[src/design/fbh_pkg.sv]
// shared types and constants for the fixed-bin histogram
package fbh_pkg;

  localparam int NUM_BINS_DEF   = 128;
  localparam int COUNT_BITS_DEF = 32;

  localparam logic [1:0] KIND_ADD   = 2'd0;
  localparam logic [1:0] KIND_CLEAR = 2'd1;
  localparam logic [1:0] KIND_READ  = 2'd2;

  localparam logic [1:0] CFG_LOWER = 2'd0;
  localparam logic [1:0] CFG_SCALE = 2'd1;
  localparam logic [1:0] CFG_BINS  = 2'd2;

  localparam logic signed [31:0] LOWER_RST = 32'sd0;
  localparam logic [31:0]        SCALE_RST = 32'd65536;
  localparam logic [7:0]         BINS_RST  = 8'd100;

  localparam int QUEUE_DEPTH = 2;
  localparam int QPTR_W      = $clog2(QUEUE_DEPTH);
  localparam int QCNT_W      = $clog2(QUEUE_DEPTH + 1);

  typedef enum logic [2:0] {
    OP_ADD_BIN,
    OP_ADD_UNDER,
    OP_ADD_OVER,
    OP_READ,
    OP_CLEAR,
    OP_NONE
  } op_t;

  typedef struct packed {
    op_t        op;
    logic [7:0] hit;
  } cmd_t;

  typedef struct packed {
    logic signed [31:0] lower_limit;
    logic [31:0]        bin_scale;
    logic [7:0]         n_bins;
  } cfg_t;

  typedef struct packed {
    logic valid;
    logic full;
  } q_status_t;

  typedef enum logic [1:0] {
    BK_SWEEP,
    BK_IDLE,
    BK_UPDATE
  } back_state_t;

endpackage

[src/design/fbh_front.sv]
// front end: takes items, computes the bin and queues a command
module fbh_front (
  input  logic                clk,
  input  logic                rst,
  input  logic                accept,
  input  logic [1:0]          kind,
  input  logic signed [31:0]  sample_value,
  input  logic [7:0]          read_bin,
  input  fbh_pkg::cfg_t       cfg,
  output logic                busy,
  output logic                push,
  output fbh_pkg::cmd_t       cmd
);

  logic               a_valid;
  logic               b_valid;
  logic signed [32:0] a_diff;
  logic [1:0]         a_kind;
  logic [7:0]         a_rb;
  logic               b_neg;
  logic [1:0]         b_kind;
  logic [7:0]         b_rb;
  logic [47:0]        p_hi;
  logic [47:0]        p_lo;
  logic [47:0]        mul_hi;
  logic [47:0]        mul_lo;
  logic [48:0]        q;

  assign mul_hi = {16'b0, a_diff[31:0]} * {32'b0, cfg.bin_scale[31:16]};
  assign mul_lo = {16'b0, a_diff[31:0]} * {32'b0, cfg.bin_scale[15:0]};

  always_ff @(posedge clk) begin
    if (rst) begin
      a_valid <= 1'b0;
      b_valid <= 1'b0;
    end else begin
      a_valid <= accept;
      b_valid <= a_valid;
    end
  end

  always_ff @(posedge clk) begin
    if (accept) begin
      a_diff <= {sample_value[31], sample_value} - {cfg.lower_limit[31], cfg.lower_limit};
      a_kind <= kind;
      a_rb   <= read_bin;
    end
    if (a_valid) begin
      b_neg  <= a_diff[32];
      p_hi   <= mul_hi;
      p_lo   <= mul_lo;
      b_kind <= a_kind;
      b_rb   <= a_rb;
    end
  end

  // integer part plus truncated fraction part, as floor of diff * scale
  assign q = {1'b0, p_hi} + {17'b0, p_lo[47:16]};

  always_comb begin
    cmd.op  = fbh_pkg::OP_NONE;
    cmd.hit = 8'd0;
    unique case (b_kind)
      fbh_pkg::KIND_ADD: begin
        if (b_neg) begin
          // zero scale puts everything in the first bin
          if (cfg.bin_scale == 32'd0) begin
            cmd.op  = fbh_pkg::OP_ADD_BIN;
            cmd.hit = 8'd1;
          end else begin
            cmd.op  = fbh_pkg::OP_ADD_UNDER;
            cmd.hit = 8'd0;
          end
        end else if (q >= {41'b0, cfg.n_bins}) begin
          cmd.op  = fbh_pkg::OP_ADD_OVER;
          cmd.hit = cfg.n_bins + 8'd1;
        end else begin
          cmd.op  = fbh_pkg::OP_ADD_BIN;
          cmd.hit = q[7:0] + 8'd1;
        end
      end
      fbh_pkg::KIND_CLEAR: begin
        cmd.op = fbh_pkg::OP_CLEAR;
      end
      fbh_pkg::KIND_READ: begin
        if (b_rb != 8'd0 && b_rb <= cfg.n_bins) begin
          cmd.op  = fbh_pkg::OP_READ;
          cmd.hit = b_rb;
        end
      end
      default: begin
        cmd.op = fbh_pkg::OP_NONE;
      end
    endcase
  end

  assign push = b_valid;
  assign busy = a_valid | b_valid;

endmodule

[config.mk]
export PLATFORM = sky130hd
export DESIGN_NAME = fbh_front
export DESIGN_NICKNAME = d
export VERILOG_FILES = /design/src/design/fbh_pkg.sv /design/src/design/fbh_front.sv
export SDC_FILE = /design/constraint.sdc
export NUM_CORES = 2
export LEC_CHECK = 0
export ABC_AREA = 1
export CORE_MARGIN = 4
export CORE_UTILIZATION = 52
export DETAILED_ROUTE_END_ITERATION = 8
export DONT_BUFFER_PORTS = 1
export PLACE_DENSITY = 0.76
export SYNTH_ARGS = -nofsm -noshare
export SYNTH_HDL_FRONTEND = slang
export SYNTH_SLANG_ARGS = --single-unit
[constraint.sdc]
create_clock -name clk -period 13.7 [get_ports clk]
set_input_delay 2.74 -clock clk [delete_from_list [all_inputs] [get_ports clk]]
set_output_delay 2.74 -clock clk [all_outputs]
set_load 0.05 [all_outputs]
==> Word-level counts from Yosys, hierarchy flattened <==
Index checks and enable logic that the tools add are counted.
{ "word_totals": {"reg_bits": 152, "input_bits": 117, "output_inout_bits": 13, "word_cells": 31} }
{ "op_classes": {"add_sub_neg": 4, "multipliers": 2, "order_cmp": 2, "n_eq_ne": 2, "muxes": 6, "n_bitwise": 1, "n_reduce_logical": 4} }
{ "ops": {"columns": ["operator", "count"], "rows": [
  ["$mul A32 B16 Y48", 2],
  ["$add A48 B32 Y49", 1],
  ["$ge A49 B8 Y1", 1],
  ["$sub A32 B32 Y33", 1],
  ["$logic_not A32 Y1", 1],
  ["$mux W11", 2],
  ["$add A8 B1 Y8 const B", 2],
  ["$pmux W8 S2", 1],
  ["$mux W10", 1],
  ["$mux W9", 1],
  ["$pmux W3 S3", 1],
  ["$le A8 B8 Y1", 1],
  ["$reduce_bool A8 Y1", 1],
  ["$eq A2 B1 Y1 const B", 1],
  ["$eq A2 B2 Y1 const B", 1],
  ["$logic_not A2 Y1", 1],
  ["$logic_and A1 B1 Y1", 1],
  ["$or A1 B1 Y1", 1]
]} }

==> Longest topological paths before layout <==
{ "logic_depth": {"depth_word": 5, "mapped_depth": 31, "depth_no_buf": 29} }

==> Worst setup path before layout <==
No wires, ideal clock.
{ "synth_path": {"path_kind": "input to register", "from": "in cfg[10] (netlist bit)", "to": "reg p_lo[44] (data pin)", "setup_time_ps": 260, "arrival_ps": 8327, "required_time_ps": 13440, "path_slack_ps": 5113, "stages": 27, "n_path_buf": 2, "path_cell_list": "clkbuf_1 clkbuf_1 nand2_1 fa_1 inv_1 fa_1 inv_1 fa_1 inv_1 fa_1 fa_1 inv_1 fa_1 inv_1 ha_1 nand2_1 nor2_1 inv_1 nor4_1 a21oi_1 o31ai_1 nand2_1 nand2_1 nand3_1 o311ai_0 a21oi_1 xnor2_1"} }
{ "synth_between": {"elab_chain_len": 1} }
{ "synth_lines": {"columns": ["item", "line_no", "source"], "rows": [
  ["start, declared", "fbh_front.sv:9", "input fbh_pkg::cfg_t cfg,"],
  ["$mul A32 B16 Y48", "fbh_front.sv:30", "assign mul_lo = {16'b0, a_diff[31:0]} * {32'b0, cfg.bin_scale[15:0]};"],
  ["net mul_lo[44]", "fbh_front.sv:26", "logic [47:0] mul_lo;"],
  ["end signal, assigned", "fbh_front.sv:51", "p_lo <= mul_lo;"],
  ["end, declared", "fbh_front.sv:24", "logic [47:0] p_lo;"]
]} }
The timed path passes the listed nets, and every way through them passes these cells.
A chain may end at the register's enable or synchronous reset.

==> results.rst <==
.. list-table::
   :header-rows: 1

   * - Metric
     - Value
   * - Setup Fix Bufs, Post-CTS
     - 0
   * - Status
     - completed
   * - Layout cells sized above 1
     - 0.02040
   * - Area of all sequential standard cells
     - roughly 4100 µm²
   * - Worst Tran Pin Value
     - between 1 and 1.5 ns
   * - Critical path endpoint category
     - output pin
   * - Mean Syn Cell Area
     - 7.635 µm²
   * - CTS tree
     - built
   * - Critical path's largest stage delay
     - 0.76 ns
   * - Minimum period implied by the final worst setup slack
     - 8.718 ns
   * - Number of placement rows
     - 104
   * - Final core occ
     - 0.5449
   * - Clk sinks
     - 136
   * - Die Span X
     - 294.7 µm
   * - Placeable core region
     - between 80000 and 90000 µm²
   * - Setup repair after global routing missed its margin
     - false
   * - Place WS
     - 4.960 ns
   * - Startpoint of the tightest hold check path
     - a_kind[1]$_DFFE_PP_
   * - Crit path max fanout
     - 11
   * - Slowest-stage cell, CP
     - sky130_fd_sc_hd__o21ai_1
   * - Initial antenna violation count
     - 2
   * - Achievable clock frequency
     - 114.7 MHz
   * - Vias per cell
     - ~5.4
   * - Number of input and output port buffers inserted
     - 0
   * - Top library cells by usage in the layout, fill and taps aside
     - 1631 x sky130_fd_sc_hd__inv_1, 1559 x sky130_fd_sc_hd__nand2_1, 837 x sky130_fd_sc_hd__fa_1
   * - Startpoint of the most critical register-to-register path
     - a_diff[14]$_DFFE_PP_
   * - Mapped Area
     - ~43000 µm²
   * - Max cap viols
     - 0
   * - CTS buffer count
     - 17
   * - Cells traversed along the worst timing path
     - inv_1, ha_1, nand2_1, inv_1, o21bai_1, nand3_1, nand2_1, nand2_1, nand2_1, nand3_1, nor2_1, nand3_1, nor2_1, nand3_1, nor2_4, nand3_2, nand2_1, nand2_1, nand2_4, nor2_8, nand2_1, nand2_1, o21ai_1
   * - Final hold violations
     - 0
   * - Estimated wirelength of the detail-placed design
     - 89840 µm
   * - Number of vias in the routed layout
     - ~35000
   * - Global-route wire length before repair
     - 189300 µm
   * - Most common library cell in the layout ignoring fill and taps
     - sky130_fd_sc_hd__inv_1
   * - H-tree depth reported by CTS
     - 4
   * - Latest clock arrival within the worst-skew pair
     - ~0.47 ns
   * - Slew Limit Fails
     - 0
   * - Number of hold buffers added after cts
     - 0
   * - Clock transition at the registers of the reported paths
     - 0.07 ns
   * - Max Clock Skew
     - 0.01135 ns
   * - WP buf/inv
     - 2
   * - WP data arrival
     - 5.98 ns
   * - Net count after synthesis
     - 6868
   * - DIE AREA
     - 86830 µm²
   * - Placer's final routability congestion estimate
     - 0.9493
   * - Starting DRT DRC Count
     - 3004
   * - Worst setup slack after layout
     - 4.982 ns
   * - Critical Path Source
     - cfg[2]
   * - Post-route clock period utilization
     - 0.6364
   * - #FFs+latches synth
     - 136
   * - Largest net degree at the start of global routing
     - 79
   * - CP Class
     - input port to output pin
   * - Combined global-route utilization of all metal layers
     - 0.2759
   * - Post-place instance area
     - 43470 µm²
   * - Buffers from clock root to sink, at most
     - 2
   * - Post-cts repair resize count
     - 0
   * - Number of distinct library cells after synthesis
     - 48
   * - Setup slack of the worst register-to-register path
     - 6.88 ns
   * - Multi-input combinational cell area
     - 31690 µm²
   * - CTS Root Cell
     - sky130_fd_sc_hd__clkbuf_16
   * - Gate count of the mapped netlist
     - 5597
   * - Sum of overflow across all layers after global routing
     - 0
   * - Part of the Yosys area used for sequential elements
     - 0.09510
   * - Vertical die dimension
     - 294.7 µm
   * - Initial Utilization
     - 0.5280
   * - Type of the worst min-delay path
     - flip-flop to flip-flop
   * - Sort of element at the start of the critical path
     - input port
   * - Net count reported at finish
     - 6698
   * - Count of endpoints failing setup in the final report
     - 0
   * - Dominant delay contributor by cell family on the critical path
     - simple AND/OR/NAND/NOR gates
   * - Count of nets left with antenna violations after detail routing
     - 0
   * - Final instance area
     - between 40000 and 50000 µm²
   * - Area growth from synthesis to layout
     - 3.206%
   * - Yosys warns
     - 0
   * - # DRC
     - 0
   * - Data required time of the critical path
     - 10.96 ns
   * - Vias in the first global route
     - 36730
   * - First-pass DRT Iterations
     - 7
   * - Dominant cell type by count on the critical path
     - sky130_fd_sc_hd__nand2_1
   * - Setup Total Neg Slack
     - 0 ns
   * - Post-detailed-route wirelength per cell
     - 17.79 µm
   * - DRT Wirelength
     - 115700 µm
   * - Worst slew margin
     - 0.2950
   * - Number of top-level pins
     - 130
   * - Layout fillers
     - between 7000 and 8000
worst register-to-register path: cells and delay by family, from the launching register on:
kind                       cells  cell delay, ns
AOI/OAI and AO/OA              6            1.30
xor gates and xnor gates       1            0.17
adders and majority gates      7            3.44
buffers and inverters          6            0.73
DFF                            1            0.32
and+or+nand+nor                4            0.61
layer usage:
layer,up-vias,global-route usage,share of wire
li1,15820,-,-
met1,16910,0.3652,0.40
met2,1847,0.4431,0.45
met3,324,0.06880,0.11
met4,4,0.1014,0.039
met5,-,0,0.00018
registers in the layout (all words and copies together), names as in the netlist:
signal,flops
push,1
a_rb,8
p_hi,48
a_kind,2
b_neg,1
a_valid,1
b_rb,8
p_lo,32
b_kind,2
a_diff,33
synthesized netlist by cell type, drive strengths merged:
master	number	area share
a211oi	4	0.00070
nor4	15	0.0022
fa	837	0.39
a311oi	1	0.00020
o21ai	85	0.010
nor3	25	0.0033
inv	1632	0.14
buf	2	0.00035
ha	317	0.093
o22ai	1	0.00015
o221ai	6	0.0012
xnor2	45	0.0092
nand3b	8	0.0014
dfxtp	2	0.00094
a21oi	178	0.021
nor2	214	0.020
or2	2	0.00029
a2111oi	1	0.00020
clkbuf	221	0.019
o211ai	7	0.0012
xor2	75	0.015
a31oi	39	0.0057
o21bai	10	0.0018
nand4	44	0.0064
and3	2	0.00029
nand3	80	0.010
clkinv	2	0.00018
and2	1	0.00015
o21a	10	0.0018
nand2	1572	0.14
a21o	6	0.0011
a21boi	11	0.0019
edfxtp	134	0.094
o31ai	6	0.0011
o311ai	2	0.00041
stage by stage:
stage,instances,hold WS (ns)
3_5_place_dp,6468,0.4045
6_report,6502,0.4189
2_1_floorplan,5597,0.4003
3_3_place_gp,6468,0.4014
4_1_cts,6500,0.4224
5_1_grt,6500,0.4354
path summary, 6_finish.rpt:
| kind | to | cells past startpoint |
|---|---|---|
| max | cmd[4] | 23 |
| max reg2reg | p_hi[45]$_DFFE_PP_ | 24 |
| min reg2reg | b_kind[1]$_DFFE_PP_ | 0 |
| min | b_kind[1]$_DFFE_PP_ | 0 |
kinds of logic (layout without fill, tap and decap cells):
logic type | Yosys count | count (layout) | synth area share
fa+ha+maj | 1154 | 1154 | 0.4849
xor+xnor | 120 | 120 | 0.02460
simple gates | 1963 | 1963 | 0.1836
other cells | 0 | 2 | 0
compound gates | 367 | 367 | 0.04846
flops | 136 | 136 | 0.09510
buf+inv | 1857 | 1700 | 0.1633
layout make-up:
| type | instances | area share |
|---|---|---|
| Timing Repair Buffer | 34 | 0.005788 |
| Tap cell | 1060 | 0.03007 |
| Inverter | 1634 | 0.1391 |
| Clock buffer | 17 | 0.009646 |
| Sequential cell | 136 | 0.09223 |
| Antenna cell | 2 | 0.0001135 |
| Clock inverter | 15 | 0.004511 |
| Multi-Input combinational cell | 3604 | 0.7186 |
Power is left out: the tool's default activity adds up to more than one toggle a clock period on the data nets, which glitch-free logic cannot reach.
