--- src/design/fbh_pkg.sv ---
// shared types and constants for the fixed-bin histogram
package fbh_pkg;

  localparam int NUM_BINS_DEF   = 128;
  localparam int COUNT_BITS_DEF = 32;

  localparam logic [1:0] KIND_ADD   = 2'd0;
  localparam logic [1:0] KIND_CLEAR = 2'd1;
  localparam logic [1:0] KIND_READ  = 2'd2;

  localparam logic [1:0] CFG_LOWER = 2'd0;
  localparam logic [1:0] CFG_SCALE = 2'd1;
  localparam logic [1:0] CFG_BINS  = 2'd2;

  localparam logic signed [31:0] LOWER_RST = 32'sd0;
  localparam logic [31:0]        SCALE_RST = 32'd65536;
  localparam logic [7:0]         BINS_RST  = 8'd100;

  localparam int QUEUE_DEPTH = 2;
  localparam int QPTR_W      = $clog2(QUEUE_DEPTH);
  localparam int QCNT_W      = $clog2(QUEUE_DEPTH + 1);

  typedef enum logic [2:0] {
    OP_ADD_BIN,
    OP_ADD_UNDER,
    OP_ADD_OVER,
    OP_READ,
    OP_CLEAR,
    OP_NONE
  } op_t;

  typedef struct packed {
    op_t        op;
    logic [7:0] hit;
  } cmd_t;

  typedef struct packed {
    logic signed [31:0] lower_limit;
    logic [31:0]        bin_scale;
    logic [7:0]         n_bins;
  } cfg_t;

  typedef struct packed {
    logic valid;
    logic full;
  } q_status_t;

  typedef enum logic [1:0] {
    BK_SWEEP,
    BK_IDLE,
    BK_UPDATE
  } back_state_t;

endpackage

--- src/design/fbh_back.sv ---
// back end: bin memory read-modify-write, counters, clear sweep and results
module fbh_back #(
  parameter int NUM_BINS   = fbh_pkg::NUM_BINS_DEF,
  parameter int COUNT_BITS = fbh_pkg::COUNT_BITS_DEF
) (
  input  logic                clk,
  input  logic                rst,
  input  logic                cfg_clear,
  input  fbh_pkg::q_status_t  qs,
  input  fbh_pkg::cmd_t       head,
  output logic                pop,
  output logic                sweeping,
  output logic                done,
  output logic [31:0]         total_count,
  output logic [31:0]         under_count,
  output logic [31:0]         over_count,
  output logic [31:0]         bin_count,
  output logic [7:0]          bin_hit
);

  localparam int AW = $clog2(NUM_BINS);

  logic [COUNT_BITS-1:0] mem [NUM_BINS];
  logic [COUNT_BITS-1:0] rd_data;
  logic                  rd_en;
  logic [AW-1:0]         rd_addr;
  logic                  wr_en;
  logic [AW-1:0]         wr_addr;
  logic [COUNT_BITS-1:0] wr_data;

  fbh_pkg::back_state_t  state;
  fbh_pkg::back_state_t  state_next;
  logic [AW-1:0]         sweep_addr;
  logic [AW-1:0]         sweep_addr_next;
  fbh_pkg::cmd_t         cur_cmd;

  logic [COUNT_BITS-1:0] total;
  logic [COUNT_BITS-1:0] total_next;
  logic [COUNT_BITS-1:0] under;
  logic [COUNT_BITS-1:0] under_next;
  logic [COUNT_BITS-1:0] over;
  logic [COUNT_BITS-1:0] over_next;
  logic [COUNT_BITS-1:0] total_inc;
  logic [COUNT_BITS-1:0] under_inc;
  logic [COUNT_BITS-1:0] over_inc;
  logic [COUNT_BITS-1:0] data_inc;

  logic                  emit;
  logic [COUNT_BITS-1:0] res_bcount;
  logic [7:0]            res_hit;

  // saturating increments
  assign total_inc = (&total)   ? total   : total + 1'b1;
  assign under_inc = (&under)   ? under   : under + 1'b1;
  assign over_inc  = (&over)    ? over    : over + 1'b1;
  assign data_inc  = (&rd_data) ? rd_data : rd_data + 1'b1;

  always_ff @(posedge clk) begin
    if (wr_en) begin
      mem[wr_addr] <= wr_data;
    end
    if (rd_en) begin
      rd_data <= mem[rd_addr];
    end
  end

  always_ff @(posedge clk) begin
    if (rst) begin
      state      <= fbh_pkg::BK_SWEEP;
      sweep_addr <= '0;
      total      <= '0;
      under      <= '0;
      over       <= '0;
    end else begin
      state      <= state_next;
      sweep_addr <= sweep_addr_next;
      total      <= total_next;
      under      <= under_next;
      over       <= over_next;
    end
  end

  always_ff @(posedge clk) begin
    if (pop) begin
      cur_cmd <= head;
    end
  end

  always_comb begin
    state_next      = state;
    sweep_addr_next = sweep_addr;
    total_next      = total;
    under_next      = under;
    over_next       = over;
    pop             = 1'b0;
    rd_en           = 1'b0;
    rd_addr         = AW'(head.hit - 8'd1);
    wr_en           = 1'b0;
    wr_addr         = AW'(cur_cmd.hit - 8'd1);
    wr_data         = '0;
    emit            = 1'b0;
    res_bcount      = '0;
    res_hit         = 8'd0;
    unique case (state)
      fbh_pkg::BK_SWEEP: begin
        wr_en           = 1'b1;
        wr_addr         = sweep_addr;
        wr_data         = '0;
        sweep_addr_next = sweep_addr + 1'b1;
        if (sweep_addr == AW'(NUM_BINS - 1)) begin
          state_next = fbh_pkg::BK_IDLE;
        end
      end
      fbh_pkg::BK_IDLE: begin
        if (qs.valid) begin
          pop = 1'b1;
          unique case (head.op) inside
            fbh_pkg::OP_ADD_BIN, fbh_pkg::OP_READ: begin
              rd_en      = 1'b1;
              state_next = fbh_pkg::BK_UPDATE;
            end
            fbh_pkg::OP_ADD_UNDER: begin
              under_next = under_inc;
              total_next = total_inc;
              emit       = 1'b1;
              res_hit    = head.hit;
            end
            fbh_pkg::OP_ADD_OVER: begin
              over_next  = over_inc;
              total_next = total_inc;
              emit       = 1'b1;
              res_hit    = head.hit;
            end
            fbh_pkg::OP_CLEAR: begin
              total_next      = '0;
              under_next      = '0;
              over_next       = '0;
              emit            = 1'b1;
              state_next      = fbh_pkg::BK_SWEEP;
              sweep_addr_next = '0;
            end
            default: begin
              emit = 1'b1;
            end
          endcase
        end
      end
      fbh_pkg::BK_UPDATE: begin
        emit       = 1'b1;
        res_hit    = cur_cmd.hit;
        state_next = fbh_pkg::BK_IDLE;
        if (cur_cmd.op == fbh_pkg::OP_ADD_BIN) begin
          wr_en      = 1'b1;
          wr_data    = data_inc;
          total_next = total_inc;
          res_bcount = data_inc;
        end else begin
          res_bcount = rd_data;
        end
      end
      default: begin
        state_next = fbh_pkg::BK_SWEEP;
      end
    endcase
    // a register write reshapes the histogram
    if (cfg_clear) begin
      total_next      = '0;
      under_next      = '0;
      over_next       = '0;
      state_next      = fbh_pkg::BK_SWEEP;
      sweep_addr_next = '0;
    end
  end

  always_ff @(posedge clk) begin
    if (rst) begin
      done <= 1'b0;
    end else begin
      done <= emit;
    end
  end

  always_ff @(posedge clk) begin
    if (emit) begin
      total_count <= 32'(total_next);
      under_count <= 32'(under_next);
      over_count  <= 32'(over_next);
      bin_count   <= 32'(res_bcount);
      bin_hit     <= res_hit;
    end
  end

  assign sweeping = (state == fbh_pkg::BK_SWEEP);

endmodule

--- config.mk ---
export PLATFORM = sky130hd
export DESIGN_NAME = fbh_back
export DESIGN_NICKNAME = d
export VERILOG_FILES = /design/src/design/fbh_pkg.sv /design/src/design/fbh_back.sv
export SDC_FILE = /design/constraint.sdc
export NUM_CORES = 2
export LEC_CHECK = 0
export BUFFER_PORTS_ARGS = -buffer_cell sky130_fd_sc_hd__buf_4
export CAP_MARGIN = 20
export CORE_UTILIZATION = 30
export DETAILED_ROUTE_END_ITERATION = 10
export GPL_TIMING_DRIVEN = 0
export SYNTH_ARGS = -nofsm -noshare
export SYNTH_HDL_FRONTEND = slang
export SYNTH_SLANG_ARGS = --single-unit
--- constraint.sdc ---
create_clock -name clk -period 12.35 [get_ports clk]
set_input_delay 1.235 -clock clk [delete_from_list [all_inputs] [get_ports clk]]
set_output_delay 1.235 -clock clk [all_outputs]
set_load 0.01 [all_outputs]
# Word-level counts from Yosys, hierarchy flattened

Memories as Yosys holds them, arrays and structs flattened. A register that Yosys moved wholly into a read port is not among the register bits.
Index checks and enable logic that the tools add are counted.

Add/sub/neg operators: 7
Mux-type cells: 43
Reductions and logical operators: 13
Equal/unequal tests: 11

Operators by type and width:

| operator                | count |
|---|---|
| $mux W32                | 16 |
| $pmux W32 S2            | 4 |
| $add A32 B1 Y32 const B | 4 |
| $reduce_and A32 Y1      | 4 |
| $mux W7                 | 3 |
| $mux W8                 | 2 |
| $pmux W8 S2             | 1 |
| $pmux W7 S2             | 1 |
| $sub A7 B1 Y7 const B   | 2 |
| $mux W1                 | 10 |
| $add A7 B1 Y7 const B   | 1 |
| $eq A7 B7 Y1 const B    | 1 |
| $eq A3 B2 Y1 const B    | 2 |
| $logic_not A3 Y1        | 2 |
| $pmux W2 S3             | 1 |
| $reduce_and A3 Y1       | 2 |
| $reduce_or A2 Y1        | 3 |
| $mux W2                 | 2 |
| $ne A2 B2 Y1 const B    | 2 |
| $pmux W1 S2             | 2 |
| $pmux W2 S2             | 1 |
| $eq A3 B1 Y1 const B    | 1 |
| $eq A3 B3 Y1 const B    | 1 |
| $ne A3 B2 Y1 const B    | 1 |
| other kinds (5)         | 5 |

Memory bits (writable): 4096
Input port bits: 16
Register bits: 253
Memories kept: 1
Logic and storage cells: 88

Memories:

| memory | depth | bits a word | read ports | clocked after memory_dff | write ports | line           | source |
|---|---|---|---|---|---|---|---|
| mem    | 128   | 32          | 1          | 1                        | 1           | fbh_back.sv:23 | `logic [COUNT_BITS-1:0] mem [NUM_BINS];` |

# Depth between registers and ports, before layout

Depth in word-level cells: 6
Gate-level depth with buffers: 15

# Worst setup path before layout

OpenSTA, ideal clock, no wires.

Kind: register to register
Start point: register rd_data[13] (read register of mem)
End point: memory mem[0][2] (netlist bit) (data pin)
Data required time: 11381 ps
Path slack: 6044 ps
Data arrival time: 5337 ps
Path buffers: 4
Clock period less this slack: 6306 ps
Stages on the path, launching flop included: 9
Cells stage by stage: edfxtp_1 > buf_2 > and4_1 > buf_2 > and4_1 > clkbuf_1 > nand4_1 > clkbuf_1 > a31oi_1

Cells in the longest elaborated chain, start to end: 4

Ends and longest elaborated chain:

| item               | line            | source |
|---|---|---|
| from (decl)        | fbh_back.sv:24  | `logic [COUNT_BITS-1:0] rd_data;` |
| $reduce_and A32 Y1 | fbh_back.sv:56  | `assign data_inc = (&rd_data) ? rd_data : rd_data + 1'b1;` |
| $mux W32           | fbh_back.sv:56  |  |
| $mux W32           | fbh_back.sv:152 | `if (cur_cmd.op == fbh_pkg::OP_ADD_BIN) begin` |
| $mux W32           | fbh_back.sv:104 | `unique case (state)` |
| net wr_data[2]     | fbh_back.sv:29  | `logic [COUNT_BITS-1:0] wr_data;` |
| to (decl)          | fbh_back.sv:23  |  |

The timed path passes the listed nets, and every way through them passes these cells.

# Worst setup path in the final report

Start point: input port head[0] (netlist bit)
End point: register rd_data[1] (read register of mem) (data pin)

Cells in the longest elaborated chain, start to end: 1

Ends and longest elaborated chain:

| item          | line           | source |
|---|---|---|
| from (decl)   | fbh_back.sv:10 | `input fbh_pkg::cmd_t head,` |
| $sub A7 B1 Y7 | fbh_back.sv:97 | `rd_addr = AW'(head.hit - 8'd1);` |

No other way between the ends.
A chain may end at the register's enable or synchronous reset.

==> metrics.md <==
| Metric | Value |
|---|---|
| Rel. slew slack | between 7 and 8% |
| Post-cts resize count | 0 |
| Fin. Hold Viols | 0 |
| Cell variety after synth | 96 |
| Final period util | between 60% and 70% |
| Nets | 9724 |
| Leak Pwr | around 54 nW |
| First-pass GRT wire length | roughly 730000 um |
| Max-cap violation count | 0 |
| Via count | a little over 90000 |
| Crit path capture type | flop |
| Least-Margin Pin Slew | ~1.4 ns |
| Most common library cell in the layout ignoring fill and taps | edfxtp_1 |
| Hold-fix buffers, CTS | 0 |
| Skew final | around 0.14 ns |
| Final instance area | ~200000 um2 |
| Clk_lat worst skew | about 1.0 ns |
| Worst path slowest cell | clkbuf_1 |
| Synthesized area | around 170000 um2 |
| PortBufs | around 150 |
| Die Span Y | 758 um |
| Ports | between 150 and 200 |
| Pre-Repair DR Iteration Count | 6 |
| CTS tree | yes |
| Dominant synthesized flop cell | edfxtp_1 |
| Largest net degree at the start of global routing | 73 |
| Hold Path Class | in -> reg |
| Area delta synth->final | 18.7% |
| GPL Wtd Cong | about 0.96 |
| Clk pwr share | 42.9% |
| Most frequent cells in the layout | edfxtp_1 (4275), mux4_2 (1002), nand2_1 (830), clkbuf_16 (440), nand3_1 (344) |
| Worst Setup Start Kind | input pin |
| Switching share of power | between 20 and 25% |
| Placed cell count | roughly 17000 |
| Num CTS Buffers | roughly 440 |
| Initial antenna violation count | between 40 and 50 |
| Crit path max fanout | 11 |
| CP cell instances | buf_4, buf_2, buf_2, buf_2, inv_1, ha_1, buf_2, xnor2_2, clkbuf_1, buf_6, clkbuf_1, clkbuf_1, nand2_1, a32oi_1, o2111ai_1, nand4_1 |
| Sw Pwr | ~7 mW |
| Clock Sinks | approximately 4400 |
| Buf+Inv Stages, Crit Path | 10 |
| Grt ovf | 0 |
| Asr flop ratio synth | 0% |
| Vias per cell | roughly 5.3 |
| Cells after Synth | ~8800 |
| Worst path required time | between 10 and 15 ns |
| Pins Over Slew Limit | 0 |
| Power Dens Cells | around 150 nW/um2 |
| Placed cell area | around 190000 um2 |
| Core Region | between 500000 and 600000 um2 |
| Top post-synthesis cells by area | edfxtp_1 (75%), mux4_2 (13%), nand2_1 (1.8%), dfxtp_1 (1.2%), nand3_1 (1.0%) |
| Setup ws final | between 4 and 5 ns |
| Layout Utilization | 35.8% |
| Sequential-to-total area share from yosys stat | roughly three quarters |
| Cell-internal power | about 24 mW |
| Post-DP HPWL | between 300000 and 400000 um |
| Vias in the first global route | 89900 |
| Synth top area share | about three quarters |
| Post-synth EDFFs | around 4300 |
| Crit-path max cell delay | 0.85 ns |
| Fraction of layout cells with a size suffix above 1 | 25.3% |
| Syn. warnings | 0 |
| Crit path DAT | between 8 and 9 ns |
| Top delay family on crit path | buffers and inverters |
| Postcts setup bufs | 0 |
| Final hold slack | between 0.4 and 0.5 ns |
| Maximum VDD drop | 0.134 mV |
| Yosys reg bits | between 4000 and 5000 |
| Kind of critical path | in -> reg |
| Setup TNS | 0 ns |
| Yosys top cell by area | edfxtp_1 |
| Root buf cell | clkbuf_16 |
| Tot Pwr | 30.8 mW |
| Logic pwr share | 4.8% |
| Mapped Nets | slightly below 9000 |
| Worst-path clk slew | 0.06 ns |
| Deepest clock path buffer count | 4 |
| Starting Density | between 30% and 40% |
| Final Setup Violations | 0 |
| Worst slack, placed | roughly 3.7 ns |
| Drc violations | 0 |
| Die width | about 760 um |
| Status | completed |
| RSZ-0062 raised after global routing | no |
| Antenna-violating nets left | 0 |
| Min Tclk post-route | 8.00 ns |
| Crit-path most repeated cell | buf_2 |
| Total Wirelength | 528000 um |
| Register share of total power | approximately 52% |
| DIE AREA | between 500000 and 600000 um2 |
| Total GRT Usage | between 10% and 20% |
| Non-filler instance count after layout | ~18000 |
| Max H-tree Level | 5 |
| WL/cell | between 20 and 30 um |
| Fmax | between 100 and 150 MHz |
| Syn Area/Cell | just under 20 um2 |
| Row count | between 200 and 300 |
| DRT iter0 DRCs | around 13000 |
cells in the mapped netlist (all sizes together) (5+ instances only):
cell        n
a211oi     10
a21boi      9
a21oi      97
a22oi       9
a311oi     16
a31o        5
a31oi     103
a32o       10
a32oi      69
a41o        5
a41oi      14
and2       53
and3       65
and4       52
buf       249
clkbuf    251
dfxtp     106
edfxtp   4275
ha         11
inv        20
mux2        6
mux2i     165
mux4     1004
nand2     830
nand2b      7
nand3     345
nand3b      8
nand4     120
nand4b      8
nor2      436
nor2b      21
nor3       49
nor3b       8
nor4       17
nor4b       8
o2111ai    27
o21a        5
o21ai      68
o22ai      33
o31a        5
o31ai      16
or3        27
or4        11
xnor2      53
xor2       48
layer usage:
layer | share of wire [%] | routed length [um] | GRT usage (%)
met1 | 39 | 208000 | 24.2
met2 | 44 | 233000 | 26.7
met3 | 11 | 58800 | 4.81
met4 | 5.3 | 27700 | 8.14
met5 | 0.11 | 586 | 0
area by class of cell:
class	count	area, um2
Multi-Input combinational cell	3887	40000
Inverter	20	75.1
Buffer	501	2390
Fill cell	52200	366000
Clock buffer	535	11400
Tap cell	7533	9430
Antenna cell	25	62.6
Timing Repair Buffer	471	7320
Sequential cell	4381	130000
Clock inverter	266	2660
registers in the layout, summed over array words and instances (netlist names):
register     cells
mem           4096
rd_data         32
over            32
cur_cmd         11
done             1
total           32
sweep_addr       7
bin_count       32
over_count      32
state            2
bin_hit          8
under_count     32
under           32
total_count     32
power groups by stage:
stage	combinational [mW]	clock (mW)	sequential [mW]
final	1.48	13.2	16.1
after CTS	1.46	13.3	16.1
after floorplan	0.747	0	16.4
after global routing	1.52	13.8	16.1
after global placement	1.41	0	16.4
after detailed placement	1.46	0	16.4
worst paths after layout:
| kind | startpoint | slack [ns] | depth (start not counted) | end |
|---|---|---|---|---|
| min | head[2] | 0.48 | 1 | cur_cmd[2]$_DFFE_PP_ |
| min reg2reg | state[0]$_SDFFE_PP0P_ | 0.50 | 2 | state[0]$_SDFFE_PP0P_ |
| max reg2reg | state[0]$_SDFFE_PP0P_ | 6.51 | 10 | mem[96][6]$_DFFE_PP_ |
| max | head[0] | 4.35 | 16 | rd_data[1]$_DFFE_PP_ |
cells by family after synthesis:
kind of cell / Yosys count / synth area share, %
simple gates: 2076 / 5.62
mux: 1175 / 14.2
xor+xnor: 101 / 0.539
flops: 4381 / 76.0
fa+ha+maj: 11 / 0.0802
buf+inv: 521 / 1.42
compound gates: 524 / 2.15
Power figures use the tool's default switching activity.
