===== config.mk =====
export PLATFORM = sky130hd
export DESIGN_NAME = fbh_queue
export DESIGN_NICKNAME = d
export VERILOG_FILES = /design/src/design/fbh_pkg.sv /design/src/design/fbh_queue.sv
export SDC_FILE = /design/constraint.sdc
export NUM_CORES = 1
export LEC_CHECK = 0
export BUFFER_PORTS_ARGS = -buffer_cell sky130_fd_sc_hd__buf_2
export CAP_MARGIN = 20
export CELL_PAD_IN_SITES_DETAIL_PLACEMENT = 1
export CELL_PAD_IN_SITES_GLOBAL_PLACEMENT = 1
export CORE_MARGIN = 3
export CORE_UTILIZATION = 45
export DETAILED_ROUTE_END_ITERATION = 10
export PLACE_DENSITY = 0.88
export SLEW_MARGIN = 10
export SYNTH_ARGS = -nofsm -noshare
export SYNTH_HDL_FRONTEND = slang
export SYNTH_SLANG_ARGS = --single-unit

===== constraint.sdc =====
create_clock -name clk -period 2.85 [get_ports clk]
set_input_delay 0.1425 -clock clk [delete_from_list [all_inputs] [get_ports clk]]
set_output_delay 0.1425 -clock clk [all_outputs]
set_load 0.05 [all_outputs]

===== src/design/fbh_pkg.sv =====
// shared types and constants for the fixed-bin histogram
package fbh_pkg;

  localparam int NUM_BINS_DEF   = 128;
  localparam int COUNT_BITS_DEF = 32;

  localparam logic [1:0] KIND_ADD   = 2'd0;
  localparam logic [1:0] KIND_CLEAR = 2'd1;
  localparam logic [1:0] KIND_READ  = 2'd2;

  localparam logic [1:0] CFG_LOWER = 2'd0;
  localparam logic [1:0] CFG_SCALE = 2'd1;
  localparam logic [1:0] CFG_BINS  = 2'd2;

  localparam logic signed [31:0] LOWER_RST = 32'sd0;
  localparam logic [31:0]        SCALE_RST = 32'd65536;
  localparam logic [7:0]         BINS_RST  = 8'd100;

  localparam int QUEUE_DEPTH = 2;
  localparam int QPTR_W      = $clog2(QUEUE_DEPTH);
  localparam int QCNT_W      = $clog2(QUEUE_DEPTH + 1);

  typedef enum logic [2:0] {
    OP_ADD_BIN,
    OP_ADD_UNDER,
    OP_ADD_OVER,
    OP_READ,
    OP_CLEAR,
    OP_NONE
  } op_t;

  typedef struct packed {
    op_t        op;
    logic [7:0] hit;
  } cmd_t;

  typedef struct packed {
    logic signed [31:0] lower_limit;
    logic [31:0]        bin_scale;
    logic [7:0]         n_bins;
  } cfg_t;

  typedef struct packed {
    logic valid;
    logic full;
  } q_status_t;

  typedef enum logic [1:0] {
    BK_SWEEP,
    BK_IDLE,
    BK_UPDATE
  } back_state_t;

endpackage


===== src/design/fbh_queue.sv =====
// short command queue between front and back
module fbh_queue (
  input  logic                 clk,
  input  logic                 rst,
  input  logic                 push,
  input  fbh_pkg::cmd_t        push_cmd,
  input  logic                 pop,
  output fbh_pkg::cmd_t        head,
  output fbh_pkg::q_status_t   status
);

  fbh_pkg::cmd_t                  entries [fbh_pkg::QUEUE_DEPTH];
  logic [fbh_pkg::QPTR_W-1:0]     wr_ptr;
  logic [fbh_pkg::QPTR_W-1:0]     rd_ptr;
  logic [fbh_pkg::QCNT_W-1:0]     count;

  always_ff @(posedge clk) begin
    if (rst) begin
      wr_ptr <= '0;
      rd_ptr <= '0;
      count  <= '0;
    end else begin
      if (push) begin
        wr_ptr <= wr_ptr + 1'b1;
      end
      if (pop) begin
        rd_ptr <= rd_ptr + 1'b1;
      end
      count <= count + fbh_pkg::QCNT_W'(push) - fbh_pkg::QCNT_W'(pop);
    end
  end

  always_ff @(posedge clk) begin
    if (push) begin
      entries[wr_ptr] <= push_cmd;
    end
  end

  assign head         = entries[rd_ptr];
  assign status.valid = (count != '0);
  assign status.full  = (count == fbh_pkg::QCNT_W'(fbh_pkg::QUEUE_DEPTH));

endmodule


=== Word level (Yosys, flattened, before mapping) ===
Memory sizes are Yosys's and may differ from the RTL's. A register that Yosys moved wholly into a read port is not among the register bits.
Index checks and enable logic that the tools add are counted.

* Word-level logic and storage cells: 14
* Memories: 1
* Input port bits: 15
* Flip-flop bits (word level): 4
* Bits in writable memories: 22
* Output and inout port bits: 13

* Equality and inequality tests: 1
* Reduce and logical (&&, ||, !) cells: 1
* Mux-type cells: 4
* $add $sub $neg: 4

{| class="wikitable"
|+ Memory list
! memory !! words !! width !! rd ports !! clocked after memory_dff !! wr ports !! line !! RTL
|-
| entries || 2 || 11 || 1 || 1 || 1 || fbh_queue.sv:12 || <nowiki>fbh_pkg::cmd_t entries [fbh_pkg::QUEUE_DEPTH];</nowiki>
|}

{| class="wikitable"
|+ Operators with widths
! cell !! count
|-
| $mux W1 || 4
|-
| $add A1 B1 Y1 const B || 2
|-
| $add A2 B1 Y2 || 1
|-
| $eq A2 B2 Y1 const B || 1
|-
| $reduce_bool A2 Y1 || 1
|-
| $sub A2 B1 Y2 || 1
|}

=== Depth between registers and ports, before layout ===
Gate-level depths: netlist of the first run.

* Depth in word-level cells: 3
* Depth in mapped cells: 6
* Depth with buffers taken out: 6

=== Least setup slack after synthesis of the first run ===
OpenSTA, ideal clock, no wires.

* Path kind: flip-flop to flip-flop
* From: register wr_ptr
* To: memory entries[0][0] in the netlist's numbering (enable)
* Data required time: 2.470 ns
* Period minus slack after synthesis: 1.225 ns
* Slack: 1.625 ns
* Setup time: 0.380 ns
* Cell stages (with the launch flop): 2
* Arrival: 0.845 ns
* Path buffers: 0
* Cell sequence: dfxtp_1 -> nor2b_1

{| class="wikitable"
|+ RTL lines
! item !! line !! RTL
|-
| start, declared || fbh_queue.sv:13 || <nowiki>logic [fbh_pkg::QPTR_W-1:0] wr_ptr;</nowiki>
|-
| start signal, assigned || fbh_queue.sv:24 || <nowiki>wr_ptr <= wr_ptr + 1'b1;</nowiki>
|-
| end, declared || fbh_queue.sv:12 ||
|}

Straight into the memory's write port.

==> results of run 1 <==
==> logic make-up after synthesis <==
group	Yosys count	share of synthesized area
xor gates and xnor gates	3	0.0381
DFF	27	0.723
and+or+nand+nor	9	0.0440
adders and majority gates	2	0.0238
buffers and inverters	3	0.0178
muxes	11	0.153
==> power breakdown <==
part	switching, mW	internal [mW]	leakage, nW
clock network	0.0986	0.0546	0.0150
registers	0.0199	0.459	0.248
logic	0.136	0.0830	0.285
total	0.254	0.596	0.548
==> cell usage after synthesis, drive strengths merged <==
library cell,instances,area share
buf,1,0.011
nor2,4,0.014
or2,1,0.0059
xnor3,1,0.021
mux2,11,0.15
dfxtp,5,0.095
ha,2,0.024
inv,2,0.0071
and2,1,0.0059
edfxtp,22,0.63
nor2b,3,0.018
xnor2,2,0.017
==> through the flow <==
step / instance area, um2 / hold WS [ns] / cells / total power [mW] / setup WS (ns)
after floorplan: 1050 / 0.214 / 55 / 0.649 / 1.63
after global routing: 1330 / 0.00193 / 121 / 0.894 / 0.931
after CTS: 1240 / 0.00231 / 112 / 0.852 / 0.978
after global placement: 1210 / 0.330 / 108 / 0.687 / 1.38
after detailed placement: 1210 / 0.338 / 108 / 0.701 / 1.35
final: 1330 / 0.0179 / 121 / 0.851 / 1.02
==> timing repair <==
item                                    4_1_cts  5_1_grt
endpoints found under the setup margin        0        0
resized for setup                             0        0
hold endpoints to repair                      0       17
hold buffers                                  0        9
==> layer usage <==
layer | GRT usage | up-vias | wire, um
li1 | - | 278 | -
met1 | 0.141 | 282 | 682
met2 | 0.265 | 20 | 1050
met3 | 0.0300 | 4 | 91
met4 | 0.0871 | 0 | 40
met5 | 0 | - | 0
==> state kept, by name (all words and copies together) (netlist names), named ones only <==
| name | flops |
|---|---|
| count | 2 |
| rd_ptr | 1 |
| entries | 22 |
| wr_ptr | 1 |
==> layout make-up <==
cell class / count / share of cell area
Tap cell: 27 / 0.0255
Sequential cell: 27 / 0.574
Clock buffer: 4 / 0.0198
Inverter: 2 / 0.00566
Multi-Input combinational cell: 25 / 0.206
Timing Repair Buffer: 36 / 0.170
==> cells in the final DEF, fill, tap and decap left out <==
cell           instances
buf_2                 27
edfxtp_1              22
mux2_4                10
dlygate4sd3_1          9
dfxtp_1                5
nor2_1                 4
nor2b_1                3
clkbuf_4               3
inv_1                  2
xnor2_1                2
ha_1                   2
and2_1                 1
or2_1                  1
xnor3_1                1
mux2_1                 1
clkbuf_1               1
==> path summary, 6_finish.rpt <==
| path | startpoint | to | slack (ns) | cells after the start |
|---|---|---|---|---|
| hold / removal | push_cmd[10] | entries[1][10] | 0.02 | 1 |
| setup / recovery | flip-flop | head[2] | 1.02 | 2 |
| setup reg to reg | wr_ptr | entries[0][3] | 1.38 | 1 |
| hold reg to reg | rd_ptr | rd_ptr | 0.56 | 2 |
==> flow_metrics.py, run 1 <==
metrics = {
    "timing": {
        "timing.fmax_ghz": 0.548,
        "fin_skew_ns": 0.00195,
        "period_needed_ns": 1.83,
        "timing.final.crit_share": 0.640,
        "slew_viol_final": 0,
        "finalHoldViolations": 0,
        "rsz0062_at_grt": "no",
        "max-slew-margin-rel": 0.346,
        "tightest_slew_ns": 0.979,
        "setup_viol": 0,
        "setup_tns_ns": 0,
    },
    "flow_run": {
        "maxCapViolCount": 0,
    },
    "cells_and_area": {
        "multi_input_area_um2": 273,
        "fin_util": 0.637,
        "nNetsFinal": 112,
        "nFillCells": 193,
        "area_growth_syn_to_layout_pct": 26.0,
        "layout-drive-gt1-share": 0.426,
        "diodes": 0,
        "regArea_um2": 761,
    },
    "placed_design": {
        "dpl.hpwl_um": 1460,
        "portBuffers": 27,
        "gp_congestion": 0.670,
    },
    "power_and_ir_drop": {
        "powerDensity_nw_per_um2": 641,
        "ir_worst_vdd_mv": 0.291,
        "p_leak_nw": 0.548,
    },
    "die": {
        "core.rowCount": 16,
        "die_x_um": 54.4,
        "core_area_um2": 2080,
        "io_pins": 28,
        "die_y_um": 54.4,
        "die_area_um2": 2950,
        "start_util": 0.505,
    },
    "critical_path": {
        "worstSetupPathType": "reg -> out",
        "start_kind": "flip-flop",
        "crit_arrival_ns": 1.68,
        "slowest_stage": "dfxtp_1",
        "cp_num_buf_inv": 1,
        "cp_top_family": "flip-flops",
        "endpoint_kind": "primary output",
        "crit_chain": "mux2_1 > buf_2",
        "critPathRequiredTime_ns": 2.71,
        "critPathMaxStageDelay_ns": 0.77,
        "cp_max_fo": 11,
    },
    "clock_network": {
        "insertion_delay_ns": 0.31,
        "postCtsSetupRepairBufs": 0,
        "clk_path_buf_depth": 2,
        "cts_buffers": 3,
        "clock-sinks": 27,
        "cts_root_buffer": "clkbuf_4",
        "htreeDepth": 1,
        "tritoncts": "built",
        "clkTransAtPathRegs_ns": 0.13,
    },
    "yosys": {
        "syn_avg_cell_area_um2": 19.1,
        "syn_area_um2": 1050,
        "synth_fp_nets": 72,
        "ys_ff_latch": 27,
        "yosysWarnings": 0,
        "seq_area_frac_synth": 0.723,
        "netlist_instances": 55,
        "yosysUniqueCellTypes": 13,
    },
    "detailed_routing": {
        "drc": 0,
        "route.vias.total": 584,
        "antenna_left": 0,
        "vias_per_cell": 4.83,
        "firstDrtPassIters": 4,
        "drtIter0Drc": 5,
        "drt-total-wl_um": 1860,
        "wl_per_cell_um": 15.4,
    },
    "grt": {
        "grt-ovfl-total": 0,
        "grt_pass1_wl_um": 2700,
        "grt_pass1_vias": 583,
        "grt_use_total": 0.142,
        "grt_max_degree": 15,
        "grt_antenna_before_repair": 0,
    },
    "run_status": {
        "status": "complete, no violations",
    },
    "hold_path": {
        "min_path_type": "in -> reg",
    },
}
Note: power is estimated with default switching activity, not from simulation.
==> inputs of run 2 (changes only) <==
- ABC_AREA: not set -> 1
- CORE_UTILIZATION: 45 -> 37
- PLACE_DENSITY: 0.88 -> 0.8
- clock period: 2.85 -> 1.55 ns (I/O delays scaled with it)
==> run 2 against run 1 <==
Effect of this change:
- cell area up 6.0%
- critical path type unchanged
- sequential power is 78% higher
- clock-buffer cell count is 1 lower
- critical path depth is 1 higher
- worst hold slack better by 0.041 ns
==> flow_metrics.py, run 2 <==
metrics = {
    "run_status": {
        "status": "complete, no violations",
    },
    "critical_path": {
        "worstRegToRegCells": 8,
        "worstSetupPathType": "reg -> out",
        "start_kind": "flip-flop",
        "cp_max_fo": 8,
        "r2r_start": "count[0]",
        "crit_arrival_ns": 1.38,
        "critPathRequiredTime_ns": 1.47,
        "endpoint_kind": "primary output",
        "r2r_end": "count[1]",
        "r2r_slack_ns": 0.25,
    },
    "yosys": {
        "ys_ff_latch": 27,
        "synth_area_leaders": "edfxtp_1 62%, mux2_4 14%, dfxtp_1 9.5%",
        "synth_top_flop_cell": "edfxtp_1",
        "synth_edf_count": 22,
        "yosysWarnings": 0,
        "synth_commonest_cells": "22 x edfxtp_1, 10 x mux2_4, 8 x inv_1",
        "synth.top_cell.area_share": 0.625,
        "synth_fp_nets": 82,
        "yosysMostFrequentCell": "edfxtp_1",
        "syn_avg_cell_area_um2": 16.3,
        "yosysUniqueCellTypes": 13,
        "netlist_instances": 65,
        "yosysTopAreaCell": "edfxtp_1",
        "seq_area_frac_synth": 0.720,
        "syn_area_um2": 1060,
        "async_reset_ff_frac": 0,
    },
    "grt": {
        "grt-ovfl-total": 0,
        "grt_pass1_vias": 700,
        "grt_pass1_wl_um": 3040,
        "grt_antenna_before_repair": 0,
        "grt_max_degree": 16,
        "grt_use_total": 0.118,
    },
    "detailed_routing": {
        "drtIter0Drc": 10,
        "firstDrtPassIters": 4,
        "antenna_left": 0,
        "wl_per_cell_um": 13.7,
        "route.vias.total": 652,
        "vias_per_cell": 4.62,
        "drc": 0,
        "drt-total-wl_um": 1930,
    },
    "timing": {
        "timing.final.crit_share": 0.940,
        "slew_viol_final": 0,
        "finalHoldViolations": 0,
        "timing.fmax_ghz": 0.686,
        "rsz0062_at_grt": "no",
        "timing.hold.ws_ns": 0.0591,
        "period_needed_ns": 1.46,
        "max-slew-margin-rel": 0.696,
        "tightest_slew_ns": 0.455,
        "setup_viol": 0,
        "final.setup.worst_slack_ns": 0.0933,
        "setup_tns_ns": 0,
        "fin_skew_ns": 0.00505,
    },
    "power_and_ir_drop": {
        "p_sw_mw": 0.448,
        "p_leak_nw": 0.614,
        "powerDensity_nw_per_um2": 1080,
        "ir_worst_vdd_mv": 0.557,
        "switching_share": 0.295,
        "p_clk_frac": 0.188,
        "power_frac_seq": 0.560,
        "combPwrFrac": 0.252,
        "p_int_mw": 1.07,
    },
    "cells_and_area": {
        "layout_common_cells": "26 x buf_2, 22 x edfxtp_1, 12 x dlygate4sd3_1",
        "top_register": "entries",
        "largest_register_ffs": 22,
        "layout_commonest_cell": "buf_2",
        "diodes": 0,
        "layout-drive-gt1-share": 0.423,
        "nNetsFinal": 129,
        "largestRegisters": "entries: 22 flops, count: 2 flops",
        "area_growth_syn_to_layout_pct": 33.0,
    },
    "die": {
        "io_pins": 28,
        "die_y_um": 59.5,
        "die_area_um2": 3530,
        "core.rowCount": 18,
        "core_area_um2": 2590,
        "start_util": 0.408,
        "die_x_um": 59.5,
    },
    "hold_path": {
        "hold_path_depth": 3,
        "holdCritStartpoint": "pop",
        "hold_path_end": "rd_ptr",
        "min_path_type": "in -> reg",
    },
    "placed_design": {
        "dpl.hpwl_um": 1440,
        "preCtsSetupSlack_ns": 0.257,
        "portBuffers": 27,
        "gp_congestion": 0.632,
    },
    "clock_network": {
        "insertion_delay_ns": 0.31,
        "clkTransAtPathRegs_ns": 0.14,
        "clk_path_buf_depth": 2,
        "cts_buffers": 3,
        "cts_root_buffer": "clkbuf_4",
        "htreeDepth": 1,
        "tritoncts": "built",
        "clock-sinks": 27,
    },
    "flow_run": {
        "maxCapViolCount": 0,
    },
}
## run 2: timing repair
action,CTS,global route
gates resized for setup,2,2
endpoints found under the hold margin,26,0
endpoints found under the setup margin,8,8
hold buffers,12,0
buffers inserted,0,2
## run 2: cell families after synthesis
group                    Yosys count  synth area share
AO/OA/AOI/OAI                      1           0.00473
XOR/XNOR                           1           0.00829
adder cells (fa/ha/maj)            2            0.0237
buffers and inverters              9            0.0391
flip-flops                        27             0.720
multiplexers                      11             0.153
AND/OR/NAND/NOR                   14            0.0521
## run 2: stage by stage
| stage | cell area (um2) | instances | utilization | total power, mW |
|---|---|---|---|---|
| after floorplan | 1060 | 65 | - | 1.13 |
| after global placement | 1230 | 123 | 0.476 | 1.20 |
| after detailed placement | 1230 | 123 | 0.476 | 1.22 |
| after CTS | 1390 | 139 | 0.535 | 1.53 |
| after global routing | 1410 | 141 | 0.543 | 1.60 |
| final | 1410 | 141 | 0.543 | 1.52 |
## run 2: how the worst max path moves through the flow
| stage | from | endpoint |
|---|---|---|
| finish | flip-flop | head[0] |
| global route | flip-flop | head[0] |
| CTS | flip-flop | head[0] |
| detailed placement | flip-flop | head[0] |
| global placement | flip-flop | head[0] |
| floorplan | wr_ptr | entries[0][0] |
## run 2: area by class of cell
class	count	area (um2)
Timing Repair Buffer	43	292
Tap cell	30	37.5
Multi-Input combinational cell	29	255
Inverter	8	30.0
Fill cell	274	1180
Sequential cell	27	764
Clock buffer	3	22.5
Clock inverter	1	5.00
## run 2: worst max-delay path, cell delays in order (launching register included)
cell and delay (ns):
dfxtp_4 0.38, buf_6 0.16, mux2_4 0.31, clkbuf_4 0.21
## run 2: power groups by stage
stage / registers (mW) / clock network, mW / logic [mW]
global route: 0.856 / 0.326 / 0.412
CTS: 0.855 / 0.302 / 0.376
detailed placement: 0.870 / 0 / 0.350
global placement: 0.866 / 0 / 0.338
finish: 0.851 / 0.286 / 0.383
floorplan: 0.862 / 0 / 0.273
## run 2: metal layers
| metal | wire length, um | track usage | vias to the layer above |
|---|---|---|---|
| met2 | 1050 | 0.218 | 22 |
| li1 | - | - | 321 |
| met3 | 95 | 0.0196 | 4 |
| met1 | 769 | 0.128 | 305 |
| met4 | 21 | 0.0583 | 0 |
| met5 | 0 | 0 | - |
